<file path="src/uule_pkg.sv">
package uule_pkg;

   // Number of raw bytes gathered into one encoded line.
   localparam int LINE_BYTES = 45;

   // Width of a byte index or count within one line (holds LINE_BYTES itself).
   localparam int IDX_W = $clog2(LINE_BYTES + 1);

   // Characters used by the encoder.
   localparam logic [7:0] CHAR_ZERO   = 8'h60;
   localparam logic [7:0] CHAR_OFFSET = 8'h20;
   localparam logic [7:0] CHAR_EQUALS = 8'h3D;
   localparam logic [7:0] CHAR_THREE  = 8'h33;
   localparam logic [7:0] CHAR_D      = 8'h44;
   localparam logic [7:0] CHAR_X      = 8'h58;
   localparam logic [7:0] CHAR_CR     = 8'h0D;
   localparam logic [7:0] CHAR_LF     = 8'h0A;

   // Register addresses.
   localparam logic [1:0] CSR_ADDR_ESCAPE_EQUALS = 2'd0;

   // One output unit: up to six characters and their count.
   typedef struct packed {
      logic [5:0][7:0] chars;
      logic [2:0]      count;
      logic            line_end;
   } unit_type;

   // Zero maps to a backquote, any other value to its low six bits plus 0x20.
   function automatic logic [7:0] map_char(input logic [7:0] v);
      logic [7:0] res;
      if (v == 8'd0) begin
         res = CHAR_ZERO;
      end else begin
         res = {2'b00, v[5:0]} + CHAR_OFFSET;
      end
      return res;
   endfunction

   // Builds a unit from one character, with optional escaping and line end.
   function automatic unit_type build_unit(input logic [7:0] ch,
                                           input logic       endline,
                                           input logic       esc);
      unit_type u;
      u = '0;
      if (esc && (ch == CHAR_EQUALS)) begin
         u.chars[0] = CHAR_EQUALS;
         u.chars[1] = CHAR_THREE;
         u.chars[2] = CHAR_D;
         u.count    = 3'd3;
         if (endline) begin
            u.chars[3] = CHAR_X;
            u.chars[4] = CHAR_CR;
            u.chars[5] = CHAR_LF;
            u.count    = 3'd6;
         end
      end else begin
         u.chars[0] = ch;
         u.count    = 3'd1;
         if (endline) begin
            u.chars[1] = CHAR_X;
            u.chars[2] = CHAR_CR;
            u.chars[3] = CHAR_LF;
            u.count    = 3'd4;
         end
      end
      u.line_end = endline;
      return u;
   endfunction

endpackage

</file>
<file path="src/uuencode_line_encoder_unit.sv">
// A data byte that does not complete a line is stored in the line memory, with no output.
// A completing byte or a finish moves the sequencer to ST_LEN, which sends the line's length
// character; each group of three bytes is then read through the single read port of the line
// memory in ST_RD0, ST_RD1 and ST_RD2 and sent as four output characters in ST_GRP.
// Reset (synchronous, active high) empties the line, clears escaping and clears rsp_valid.
module uuencode_line_encoder_unit (
   input  logic        clock,
   input  logic        reset,
   input  logic        req_valid,
   output logic        req_ready,
   input  logic        req_command,
   input  logic [7:0]  req_data_byte,
   output logic        rsp_valid,
   input  logic        rsp_ready,
   output logic [7:0]  rsp_out_byte_0,
   output logic [7:0]  rsp_out_byte_1,
   output logic [7:0]  rsp_out_byte_2,
   output logic [7:0]  rsp_out_byte_3,
   output logic [7:0]  rsp_out_byte_4,
   output logic [7:0]  rsp_out_byte_5,
   output logic [2:0]  rsp_out_count,
   output logic        rsp_line_end,
   output logic        rsp_run_last,
   input  logic        csr_psel,
   input  logic        csr_penable,
   input  logic        csr_pwrite,
   input  logic [1:0]  csr_paddr,
   input  logic [31:0] csr_pwdata,
   output logic [31:0] csr_prdata,
   output logic        csr_pready
);

   localparam int IDX_W = uule_pkg::IDX_W;

   typedef enum logic [2:0] {
      ST_IDLE,
      ST_LEN,
      ST_RD0,
      ST_RD1,
      ST_RD2,
      ST_GRP,
      ST_CHK
   } state_type;

   state_type           state_ff, state_in;
   logic [IDX_W-1:0]    pending_ff, pending_in;
   logic [IDX_W-1:0]    n_ff, n_in;
   logic [IDX_W-1:0]    idx_ff, idx_in;
   logic [1:0]          char_ff, char_in;
   logic [5:0]          sum_ff, sum_in;
   logic [7:0]          a_ff, a_in;
   logic [7:0]          b_ff, b_in;
   logic                empty_ff, empty_in;
   logic                esc_ff;

   logic                rsp_valid_ff, rsp_valid_in;
   uule_pkg::unit_type  unit_ff, unit_in;
   logic                last_ff, last_in;

   // Line memory.
   logic [7:0]          line_mem [uule_pkg::LINE_BYTES];
   logic [7:0]          rdata_ff;
   logic [IDX_W-1:0]    rd_addr;
   logic                rd_en;
   logic                wr_en;

   logic                req_fire;
   logic                out_free;
   logic [IDX_W:0]      pending_inc;
   logic [7:0]          c_byte;
   logic [7:0]          grp_char;
   logic                b_present;
   logic                c_present;
   logic                grp_more;

   assign req_ready   = (state_ff == ST_IDLE);
   assign req_fire    = req_valid && req_ready;
   assign out_free    = !rsp_valid_ff || rsp_ready;
   assign pending_inc = {1'b0, pending_ff} + {{IDX_W{1'b0}}, 1'b1};
   assign wr_en       = req_fire && !req_command
                        && ({1'b0, pending_ff} < (IDX_W+1)'(uule_pkg::LINE_BYTES));

   // Bytes beyond the line's count read as zero within the last group.
   assign b_present = (({1'b0, idx_ff} + (IDX_W+1)'(1)) < {1'b0, n_ff});
   assign c_present = (({1'b0, idx_ff} + (IDX_W+1)'(2)) < {1'b0, n_ff});
   assign grp_more  = (({1'b0, idx_ff} + (IDX_W+1)'(3)) < {1'b0, n_ff});
   assign c_byte    = c_present ? rdata_ff : 8'd0;

   // Character of the current group selected by the character counter.
   always_comb begin
      case (char_ff)
         2'd0:    grp_char = uule_pkg::map_char({2'b00, a_ff[7:2]});
         2'd1:    grp_char = uule_pkg::map_char({2'b00, a_ff[1:0], b_ff[7:4]});
         2'd2:    grp_char = uule_pkg::map_char({2'b00, b_ff[3:0], c_byte[7:6]});
         default: grp_char = uule_pkg::map_char(c_byte);
      endcase
   end

   // Memory read address for the three bytes of a group.
   always_comb begin
      rd_en   = 1'b0;
      rd_addr = idx_ff;
      case (state_ff)
         ST_RD0: begin
            rd_en   = 1'b1;
            rd_addr = idx_ff;
         end
         ST_RD1: begin
            rd_en   = 1'b1;
            rd_addr = IDX_W'(idx_ff + IDX_W'(1));
         end
         ST_RD2: begin
            rd_en   = 1'b1;
            rd_addr = IDX_W'(idx_ff + IDX_W'(2));
         end
         default: begin
            rd_en   = 1'b0;
            rd_addr = idx_ff;
         end
      endcase
   end

   always_ff @(posedge clock) begin
      if (wr_en) begin
         line_mem[pending_ff] <= req_data_byte;
      end
      if (rd_en) begin
         rdata_ff <= line_mem[rd_addr];
      end
   end

   // Sequencer next state and output unit.
   always_comb begin
      state_in     = state_ff;
      pending_in   = pending_ff;
      n_in         = n_ff;
      idx_in       = idx_ff;
      char_in      = char_ff;
      sum_in       = sum_ff;
      a_in         = a_ff;
      b_in         = b_ff;
      empty_in     = empty_ff;
      unit_in      = unit_ff;
      last_in      = last_ff;
      rsp_valid_in = rsp_valid_ff && !rsp_ready;

      unique case (state_ff)
         ST_IDLE: begin
            if (req_fire) begin
               if (!req_command) begin
                  pending_in = pending_inc[IDX_W-1:0];
                  if (pending_inc == (IDX_W+1)'(uule_pkg::LINE_BYTES)) begin
                     pending_in = '0;
                     n_in       = IDX_W'(uule_pkg::LINE_BYTES);
                     empty_in   = 1'b0;
                     state_in   = ST_LEN;
                  end
               end else begin
                  pending_in = '0;
                  if (pending_ff != '0) begin
                     n_in     = pending_ff;
                     empty_in = 1'b1;
                  end else begin
                     n_in     = '0;
                     empty_in = 1'b0;
                  end
                  state_in = ST_LEN;
               end
            end
         end
         ST_LEN: begin
            if (out_free) begin
               unit_in      = uule_pkg::build_unit(uule_pkg::map_char({2'b00, n_ff}),
                                                   1'b0, esc_ff);
               last_in      = 1'b0;
               rsp_valid_in = 1'b1;
               idx_in       = '0;
               sum_in       = '0;
               state_in     = (n_ff != '0) ? ST_RD0 : ST_CHK;
            end
         end
         ST_RD0: begin
            state_in = ST_RD1;
         end
         ST_RD1: begin
            a_in     = rdata_ff;
            state_in = ST_RD2;
         end
         ST_RD2: begin
            b_in     = b_present ? rdata_ff : 8'd0;
            char_in  = 2'd0;
            state_in = ST_GRP;
         end
         ST_GRP: begin
            if (out_free) begin
               unit_in      = uule_pkg::build_unit(grp_char, 1'b0, esc_ff);
               last_in      = 1'b0;
               rsp_valid_in = 1'b1;
               char_in      = char_ff + 2'd1;
               if (char_ff == 2'd3) begin
                  sum_in   = 6'(sum_ff + a_ff[5:0] + b_ff[5:0] + c_byte[5:0]);
                  idx_in   = IDX_W'(idx_ff + IDX_W'(3));
                  state_in = grp_more ? ST_RD0 : ST_CHK;
               end
            end
         end
         ST_CHK: begin
            if (out_free) begin
               unit_in      = uule_pkg::build_unit(uule_pkg::map_char({2'b00, sum_ff}),
                                                   1'b1, esc_ff);
               last_in      = !empty_ff;
               rsp_valid_in = 1'b1;
               if (empty_ff) begin
                  empty_in = 1'b0;
                  n_in     = '0;
                  state_in = ST_LEN;
               end else begin
                  state_in = ST_IDLE;
               end
            end
         end
         default: begin
            state_in = ST_IDLE;
         end
      endcase
   end

   // Control and payload registers.
   always_ff @(posedge clock) begin
      if (reset) begin
         state_ff     <= ST_IDLE;
         pending_ff   <= '0;
         empty_ff     <= 1'b0;
         rsp_valid_ff <= 1'b0;
         char_ff      <= '0;
      end else begin
         state_ff     <= state_in;
         pending_ff   <= pending_in;
         empty_ff     <= empty_in;
         rsp_valid_ff <= rsp_valid_in;
         char_ff      <= char_in;
      end
      n_ff    <= n_in;
      idx_ff  <= idx_in;
      sum_ff  <= sum_in;
      a_ff    <= a_in;
      b_ff    <= b_in;
      unit_ff <= unit_in;
      last_ff <= last_in;
   end

   // Configuration register; the single register takes any write transaction.
   always_ff @(posedge clock) begin
      if (reset) begin
         esc_ff <= 1'b0;
      end else if (csr_psel && csr_penable && csr_pwrite) begin
         esc_ff <= csr_pwdata[0];
      end
   end

   always_comb begin
      csr_prdata = '0;
      if (csr_paddr == uule_pkg::CSR_ADDR_ESCAPE_EQUALS) begin
         csr_prdata = {31'd0, esc_ff};
      end
   end

   assign csr_pready = 1'b1;

   assign rsp_valid      = rsp_valid_ff;
   assign rsp_out_byte_0 = unit_ff.chars[0];
   assign rsp_out_byte_1 = unit_ff.chars[1];
   assign rsp_out_byte_2 = unit_ff.chars[2];
   assign rsp_out_byte_3 = unit_ff.chars[3];
   assign rsp_out_byte_4 = unit_ff.chars[4];
   assign rsp_out_byte_5 = unit_ff.chars[5];
   assign rsp_out_count  = unit_ff.count;
   assign rsp_line_end   = unit_ff.line_end;
   assign rsp_run_last   = last_ff;

endmodule
</file>
<file path="config.mk">
export PLATFORM = sky130hd
export DESIGN_NAME = uuencode_line_encoder_unit
export DESIGN_NICKNAME = d
export VERILOG_FILES = /design/src/uule_pkg.sv /design/src/uuencode_line_encoder_unit.sv
export SDC_FILE = /design/constraint.sdc
export NUM_CORES = 1
export LEC_CHECK = 0
export BUFFER_PORTS_ARGS = -buffer_cell sky130_fd_sc_hd__buf_4
export CORE_MARGIN = 10
export CORE_UTILIZATION = 45
export DETAILED_ROUTE_END_ITERATION = 8
export GPL_ROUTABILITY_DRIVEN = 0
export MAX_ROUTING_LAYER = met4
export SYNTH_ARGS = -nofsm -noshare
export SYNTH_HDL_FRONTEND = slang
export SYNTH_SLANG_ARGS = --single-unit
</file>
<file path="constraint.sdc">
create_clock -name clock -period 10.5 [get_ports clock]
set_input_delay 1.05 -clock clock [delete_from_list [all_inputs] [get_ports clock]]
set_output_delay 1.05 -clock clock [all_outputs]
set_load 0.03 [all_outputs]
</file>
After elaboration in Yosys (flattened, before gate mapping)
Memory sizes are Yosys's and may differ from the RTL's. A register that Yosys moved wholly into a read port is not among the register bits.
Cells that the tools add are included.

operators by class
  add/sub/neg operators = 17
  $lt $le $gt $ge = 4
  equal/unequal tests = 21
  multiplexer cells = 66
  reduce and logical (&&, ||, !) cells = 41

operators with widths
  operator                                                         count
  52-bit 2-to-1 mux                                                3
  52-bit one-hot mux with 3 select lines                           1
  6-bit 2-to-1 mux                                                 13
  6-bit one-hot mux with 2 select lines                            4
  6-bit by 6-bit adder with 7-bit output, second input constant    6
  7-bit 2-to-1 mux                                                 6
  8-bit 2-to-1 mux                                                 5
  34-bit 2-to-1 mux                                                1
  6-bit zero test                                                  5
  15-bit 2-to-1 mux                                                2
  3-bit 2-to-1 mux                                                 9
  8-bit by 6-bit == test with 1-bit output, second input constant  3
  8-bit one-hot mux with 3 select lines                            1
  11-bit 2-to-1 mux                                                2
  7-bit by 6-bit less-than comparator with 1-bit output            3
  3-bit one-hot mux with 7 select lines                            1
  6-bit adder                                                      3
  6-bit by 1-bit adder with 7-bit output, second input constant    2
  6-bit by 2-bit adder with 7-bit output, second input constant    2
  1-bit 2-to-1 mux                                                 13
  6-bit by 2-bit adder with 6-bit output, second input constant    2
  12-bit 2-to-1 mux                                                1
  4-bit AND reduction                                              3
  6-bit nonzero test                                               2
  other kinds (29)                                                 56

storage, ports and cells
  flip-flop bits (word level) = 101
  bits in writable memories = 360
  input port bits = 50
  output and inout port bits = 88
  logic and storage cells = 170
  memories = 1

memories
  name      words  width  read ports  clocked after memory_dff  wr ports  line                              text
  line_mem  45     8      1           1                         1         uuencode_line_encoder_unit.sv:61  logic [7:0] line_mem [uule_pkg::LINE_BYTES];

Longest topological paths before layout
Gate-level depths: netlist of the first run.

  word-level depth = 11
  depth in mapped cells = 19
  gate-level depth less buffers = 17

Least setup slack after synthesis of the first run
OpenSTA, ideal clock, no wires.

  path kind = reg-to-reg
  start point = register idx_ff[1]
  end point = register sum_ff[5] (data pin)
  setup time = 0.266 ns
  data arrival time = 3.672 ns
  data required time = 10.234 ns
  slack = 6.562 ns
  cell stages (with the launch flop) = 19
  path buffers = 1
  period minus slack after synthesis = 3.938 ns
  path through = edfxtp_1 ha_1 nand3_1 xnor2_1 ha_1 a221oi_1 o21a_1 clkbuf_1 and2_1 fa_1 ha_1 inv_1 fa_1 inv_1 a21o_1 a21oi_1 xnor2_1 xnor2_1 nor2_1

between the ends
  longest elaborated chain between the ends = 7

RTL lines
  what                                                   line                               text
  from (decl)                                            uuencode_line_encoder_unit.sv:48   logic [IDX_W-1:0] idx_ff, idx_in;
  from (signal assigned)                                 uuencode_line_encoder_unit.sv:244  idx_ff <= idx_in;
  6-bit by 2-bit adder with 7-bit output                 uuencode_line_encoder_unit.sv:85   assign c_present = (({1'b0, idx_ff} + (IDX_W+1)'(2)) < {1'b0, n_ff});
  7-bit by 6-bit less-than comparator with 1-bit output  uuencode_line_encoder_unit.sv:85
  8-bit 2-to-1 mux                                       uuencode_line_encoder_unit.sv:87   assign c_byte = c_present ? rdata_ff : 8'd0;
  6-bit adder                                            uuencode_line_encoder_unit.sv:201  sum_in = 6'(sum_ff + a_ff[5:0] + b_ff[5:0] + c_byte[5:0]);
  6-bit 2-to-1 mux                                       uuencode_line_encoder_unit.sv:200  if (char_ff == 2'd3) begin
  6-bit 2-to-1 mux                                       uuencode_line_encoder_unit.sv:195  if (out_free) begin
  6-bit one-hot mux with 2 select lines                  uuencode_line_encoder_unit.sv:147  unique case (state_ff)
  to (signal assigned)                                   uuencode_line_encoder_unit.sv:245  sum_ff <= sum_in;
  to (decl)                                              uuencode_line_encoder_unit.sv:50   logic [5:0] sum_ff, sum_in;

No other way between the ends. The select of a mux whose other input is x is not followed.
A chain may end at the register's enable or synchronous reset.

Final worst setup path of the first run
  start point = register state_ff[0]
  end point = register rdata_ff[2] (read register of line_mem) (data pin)

between the ends
  longest elaborated chain between the ends = 3
  elaborated cells on any way between the ends = 6
  those cells by class = eq/ne: 3; mux: 2; reduce/logical: 1

RTL lines
  what                                                                       line                               text
  from (decl)                                                                uuencode_line_encoder_unit.sv:45   state_type state_ff, state_in;
  from (signal assigned)                                                     uuencode_line_encoder_unit.sv:237  state_ff <= state_in;
  3-bit == test or 3-bit by 2-bit == test with 1-bit output (tied branches)  uuencode_line_encoder_unit.sv:103  case (state_ff)
  3-bit OR reduction (no source line)                                        -
  1-bit 2-to-1 mux                                                           uuencode_line_encoder_unit.sv:103
  to (decl)                                                                  uuencode_line_encoder_unit.sv:62   logic [7:0] rdata_ff;

Several ways; a longest one is shown, not always the timed one.

==> results.cfg, run 1 <==
[run_status]
status = finished clean

[pwr]
power.static_leakage_nw = 7.32
irDropWorstVdd_uv = 158
p_per_area_nw_per_um2 = 269

[placement]
dpl.hpwl_mm = 29.1
dpl_cell_area_um2 = 20000
portBuffers = 52
placedCellCount = 1968

[yosys]
synth_common_cells = 416 x edfxtp_1, 175 x nand2_1, 97 x nor2_1
syn_area_um2 = 19500
syn_avg_cell_area_um2 = 13.8
synth_most_common_cell = edfxtp_1
ys_ff_latch = 430
synth_top_area_share = 0.640
synth_edf_count = 416
async_flop_share = 0
synth_flop_cell = edfxtp_1
ys_warn_count = 0
synthTopCellsByArea = edfxtp_1 64%, mux4_2 3.7%, nand2_1 3.4%, buf_4 3.1%, ha_1 2.0%
yosysTopAreaCell = edfxtp_1
postSynthCellCount = 1414
yosysSeqAreaShare = 0.655
synth_cell_type_count = 70

[floorplan]
core_um2 = 43000
initial_core_util = 0.454
fp.dieH_um = 228
pin_count = 138
row_count = 76
die_x_um = 228
dieArea_um2 = 52100

[setup_path]
cp.required_ns = 10.85
path_class = register to register
endpoint_kind = register
crit_arrival_ns = 5.41
critPathMaxFanout = 80
worstRegToRegCells = 9
start_kind = register

[timing]
hold-worst-slack_ns = 0.521
setup_viol = 0
finalSetupTns_ns = 0
hold_viol_final = 0
max_slew_margin = 0.193
fmax_ghz = 0.198
finalMaxSlewViolations = 0
rsz0062_at_grt = false
skew_ns = 0.0161
worst_slew_pin_slew_ns = 1.20
fin_crit_sh = 0.482
fin_crit_ns = 5.06

[flow_run]
cap_violations = 0

[layout]
nNetsFinal = 1522
final_util = 0.500
fin_area_um2 = 21500
final_cells = 2050
layout-drive-gt1-share = 0.124
areaGrowthSynthToFinish_pct = 10.1
diodes = 0

[global_route]
grt_max_degree = 81
grtUsageTotal = 0.178
grt_overflow = 0
grt_pass1_wl_mm = 69.8
antenna_found_initial = 0
grt_pass1_vias = 11096

[drt]
drt_iter0_drc = 1153
drtPass1Iterations = 5
routedWlPerCell_um = 22.4
vias = 11372
wl_mm = 45.9
ant_nets = 0
drc = 0
via_per_inst = 5.55

[clock_tree]
post_cts_buffers = 0
clock_path_buffers = 3
cts_resized = 0
insertion_delay_ns = 0.58
htree_levels = 2
cts_tree = done
clk_pin_slew_ns = 0.06
hold_buffers = 0
cts_buffers = 46
cts.sinks = 430
clockRootBuffer = clkbuf_16

[hold_path]
hold_class = register to register
whs_path_depth = 2
-- where the power goes --
part	switching, mW	internal (mW)
Combinational	1.27	0.744
Sequential	0.138	2.02
Clock	0.654	0.945
-- path summary, 6_finish.rpt --
| path | to | from | slack [ns] |
|---|---|---|---|
| setup / recovery | rdata_ff[2] | state_ff[0] | 5.44 |
| hold / removal | char_ff[1] | char_ff[1] | 0.52 |
| setup reg to reg | rdata_ff[2] | state_ff[0] | 5.44 |
| hold reg to reg | char_ff[1] | char_ff[1] | 0.52 |
-- flip-flops by register name (all words and copies together), names as in the netlist, 6 cells and up --
signal          cells
line_mem          360
a_ff                8
b_ff                8
rdata_ff            8
rsp_out_byte_0      7
idx_ff              6
n_ff                6
pending_ff          6
sum_ff              6
-- worst max-delay path: stages (launching register included) --
cell and delay (ns):
dfxtp_1 0.86, and3b_1 0.74, xnor2_4 0.17, buf_4 0.62, buf_4 0.85, a211oi_1 0.18
a311oi_1 0.47, or3b_1 0.26, o31ai_1 0.11, a211oi_2 0.39
-- layout by cell type (no fill, tap or decap), drive strengths merged, types with 10 or more instances in the layout --
cell type	instances
dfxtp	14
a21oi	32
or3	12
clkbuf	59
a211oi	50
nor2	98
edfxtp	416
a31oi	22
clkinv	17
ha	31
conb	54
buf	65
nor4	11
a311oi	27
mux4	32
o21ai	20
mux2i	27
and2	53
nand3	40
fa	10
xnor2	18
nand2	177
inv	34
nand3b	13
-- layer usage --
layer	up-vias	GRT usage	part of all wire
met2	352	0.273	0.48
met1	5702	0.235	0.44
met4	0	0.0664	0.029
met5	-	-	0
met3	75	0.0305	0.057
li1	5243	-	-
-- cell families after synthesis --
family / Yosys count / share of synthesized area
and+or+nand+nor: 459 / 0.113
other: 2 / 0.000385
DFF: 430 / 0.655
AOI/OAI and AO/OA: 215 / 0.0813
muxes: 59 / 0.0508
xor gates and xnor gates: 27 / 0.0142
buffers and inverters: 181 / 0.0556
adders and majority gates: 41 / 0.0301
-- metrics by stage --
step / setup WS [ns] / power (mW)
after detailed placement: 5.42 / 4.22
after global routing: 5.14 / 6.08
after global placement: 5.46 / 4.19
final: 5.44 / 5.77
after floorplan: 6.56 / 3.66
after CTS: 5.40 / 5.82
-- final cells by class --
class / instances / area (µm²)
clock buffer: 59 / 1260
clock inverter: 23 / 213
fill: 3765 / 21500
inverter: 33 / 124
multi-input combinational: 855 / 5890
sequential: 430 / 12800
tap: 585 / 732
timing repair buffer: 65 / 488
No activity file was read; power rests on OpenSTA's default activity.
==> run 2: changes to the inputs <==
--- a/config.mk
+++ b/config.mk
@@ -5,6 +5,7 @@
 export SDC_FILE = /design/constraint.sdc
 export NUM_CORES = 1
 export LEC_CHECK = 0
+export ABC_AREA = 1
 export BUFFER_PORTS_ARGS = -buffer_cell sky130_fd_sc_hd__buf_4
 export CORE_MARGIN = 10
 export CORE_UTILIZATION = 45
==> constraint.sdc (replaced) <==
create_clock -name clock -period 4.06 [get_ports clock]
set_input_delay 0.406 -clock clock [delete_from_list [all_inputs] [get_ports clock]]
set_output_delay 0.406 -clock clock [all_outputs]
set_load 0.03 [all_outputs]
==> results.cfg, run 2 <==
[timing]
worst_slew_pin_slew_ns = 0.883
fin_crit_ns = 3.86
hold_viol_final = 0
setup_viol = 0
skew_ns = 0.0124
fmax_ghz = 0.259
finalMaxSlewViolations = 0
fin_crit_sh = 0.952
max_slew_margin = 0.409

[layout]
fin_area_um2 = 22200
layout-drive-gt1-share = 0.101
mostFrequentLayoutCells = 540 x nand2_1, 416 x edfxtp_1, 313 x nand3_1
nFillCells = 3879
nNetsFinal = 2009
final_common_cell = nand2_1
largest_register_ffs = 360
final_util = 0.512
top_register = line_mem
diodes = 0
areaGrowthSynthToFinish_pct = 11.6

[placement]
portBuffers = 52
dpl_cell_area_um2 = 20700
dpl.hpwl_mm = 31.1

[pwr]
p_int_mw = 9.52
irDropWorstVdd_uv = 385
power.static_leakage_nw = 8.54
pwr-share-seq = 0.349
clkPwrFrac = 0.260
power_switching_mw = 6.17
p_sw_frac = 0.393
pwr-share-comb = 0.390
p_total_mw = 15.7
p_per_area_nw_per_um2 = 707

[yosys]
syn_avg_cell_area_um2 = 10.6
synthTopCellsByArea = edfxtp_1 63%, nand2_1 10%, nand3_1 7.9%, buf_4 3.0%, inv_1 2.3%
ys_warn_count = 0
syn_area_um2 = 19900
synth_common_cells = 543 x nand2_1, 416 x edfxtp_1, 314 x nand3_1
synth_cell_type_count = 50
synth_most_common_cell = nand2_1
yosysTopAreaCell = edfxtp_1
synth_top_area_share = 0.628
synth_flop_cell = edfxtp_1
async_flop_share = 0
ys_ff_latch = 430
yosysSeqAreaShare = 0.642
synth_edf_count = 416
postSynthCellCount = 1884

[drt]
wl_mm = 49.8
drtPass1Iterations = 7
ant_nets = 0
drc = 0
vias = 13516
drt_iter0_drc = 1180
via_per_inst = 5.33
routedWlPerCell_um = 19.6

[clock_tree]
hold_buffers = 0
clock_path_buffers = 3
htree_levels = 2
cts_tree = done
insertion_delay_ns = 0.58
cts.sinks = 430
clockRootBuffer = clkbuf_16
clk_pin_slew_ns = 0.06
cts_buffers = 45

[setup_path]
crit_arrival_ns = 4.19
endpoint_kind = register
critPathMaxFanout = 6
start_kind = register
path_class = register to register
cp.required_ns = 4.39

[global_route]
grt_max_degree = 65
busiest_layer = met2
grt_use_met3 = 0.0304
grt_pass1_vias = 12896
antenna_found_initial = 0
grt_overflow = 0
grtUsageTotal = 0.189
grt_pass1_wl_mm = 76.6
met1_usage = 0.243
grt.met2_usage = 0.301

[run_status]
status = finished clean

[floorplan]
pin_count = 138
core_um2 = 43400
dieArea_um2 = 53000
die_x_um = 230
initial_core_util = 0.459
row_count = 76
fp.dieH_um = 230

[flow_run]
cap_violations = 0

[hold_path]
hold_class = input pin to register
-- run 2: cell types whose count changed after synthesis, moves of 20 or more --
cell,previous run,this run
a311oi_1,27,0
and2_1,43,1
a31oi_1,22,2
nand4_1,7,29
nand3_1,40,314
mux2i_1,27,0
mux4_2,32,0
a211oi_1,44,3
inv_1,32,120
nand2_1,175,543
-- run 2: kinds of logic (layout without fill, tap and decap cells) --
logic type      Yosys count  count (layout)  share of synthesized area
flops                   430             430                      0.642
fa+ha+maj                41              41                     0.0296
xor+xnor                 15              15                    0.00660
buf+inv                 287             304                     0.0726
compound gates           84              84                     0.0252
other cells               2              54                   0.000377
simple gates           1025            1025                      0.224
-- run 2: layer usage --
| layer | part of all wire | routed length (µm) | vias up |
|---|---|---|---|
| li1 | - | - | 6407 |
| met1 | 0.43 | 21300 | 6519 |
| met2 | 0.48 | 23800 | 503 |
| met3 | 0.066 | 3310 | 87 |
| met4 | 0.025 | 1270 | 0 |
| met5 | 0 | 0 | - |
-- run 2: power by group through the flow --
stage	Combinational, mW	Clock (mW)	Sequential, mW
after floorplan	4.06	0	5.57
after global placement	5.90	0	5.56
after detailed placement	5.97	0	5.57
after CTS	6.01	4.15	5.48
after global routing	6.77	4.33	5.51
final	6.13	4.08	5.48
-- run 2: worst paths after layout --
path          startpoint             to  slack, ns  cells past startpoint
max reg2reg    idx_ff[1]      sum_ff[5]       0.20                     22
min reg2reg  rdata_ff[1]        a_ff[1]       0.53                      0
max            idx_ff[1]      sum_ff[5]       0.20                     22
min                reset  pending_ff[2]       0.08                      2
-- run 2: critical path: stages, from the launching register on --
cell and delay [ns]:
edfxtp_1 0.49, ha_4 0.22, nand2_1 0.07, xor2_1 0.19, inv_1 0.13, ha_4 0.29
inv_1 0.04, nor2_2 0.12, nor2_4 0.07, buf_4 0.15, nand3_1 0.10, inv_1 0.06
fa_1 0.50, inv_1 0.06, fa_1 0.40, inv_1 0.08, nand2_1 0.06, nand2_1 0.08
a21oi_2 0.06, xnor2_1 0.18, xnor2_1 0.11, o21ai_1 0.12, a21oi_1 0.04
-- run 2: repair_timing --
item	CTS	global route
gates resized for setup	0	17
setup buffers	0	3
endpoints found under the setup margin	0	1
-- run 2: final cells by class --
class	instances	area [µm²]	share of cell area
flip-flops and latches	430	12800	0.575
clock buffers	51	1150	0.0517
well taps	585	732	0.0330
multi-input cells	1219	5970	0.269
clock inverters	31	300	0.0135
repair buffers	89	785	0.0353
inverters	133	499	0.0225
-- run 2: stage by stage --
stage | std cells | hold slack (ns) | setup WS, ns | TNS, ns
6_report | 2538 | 0.0809 | 0.196 | 0
5_1_grt | 2538 | 0.0667 | -0.0360 | -0.0360
4_1_cts | 2535 | 0.0594 | 0.0716 | 0
3_5_place_dp | 2453 | 0.500 | 0.0588 | 0
3_3_place_gp | 2453 | 0.490 | 0.125 | 0
2_1_floorplan | 1936 | 0.450 | 0.246 | 0
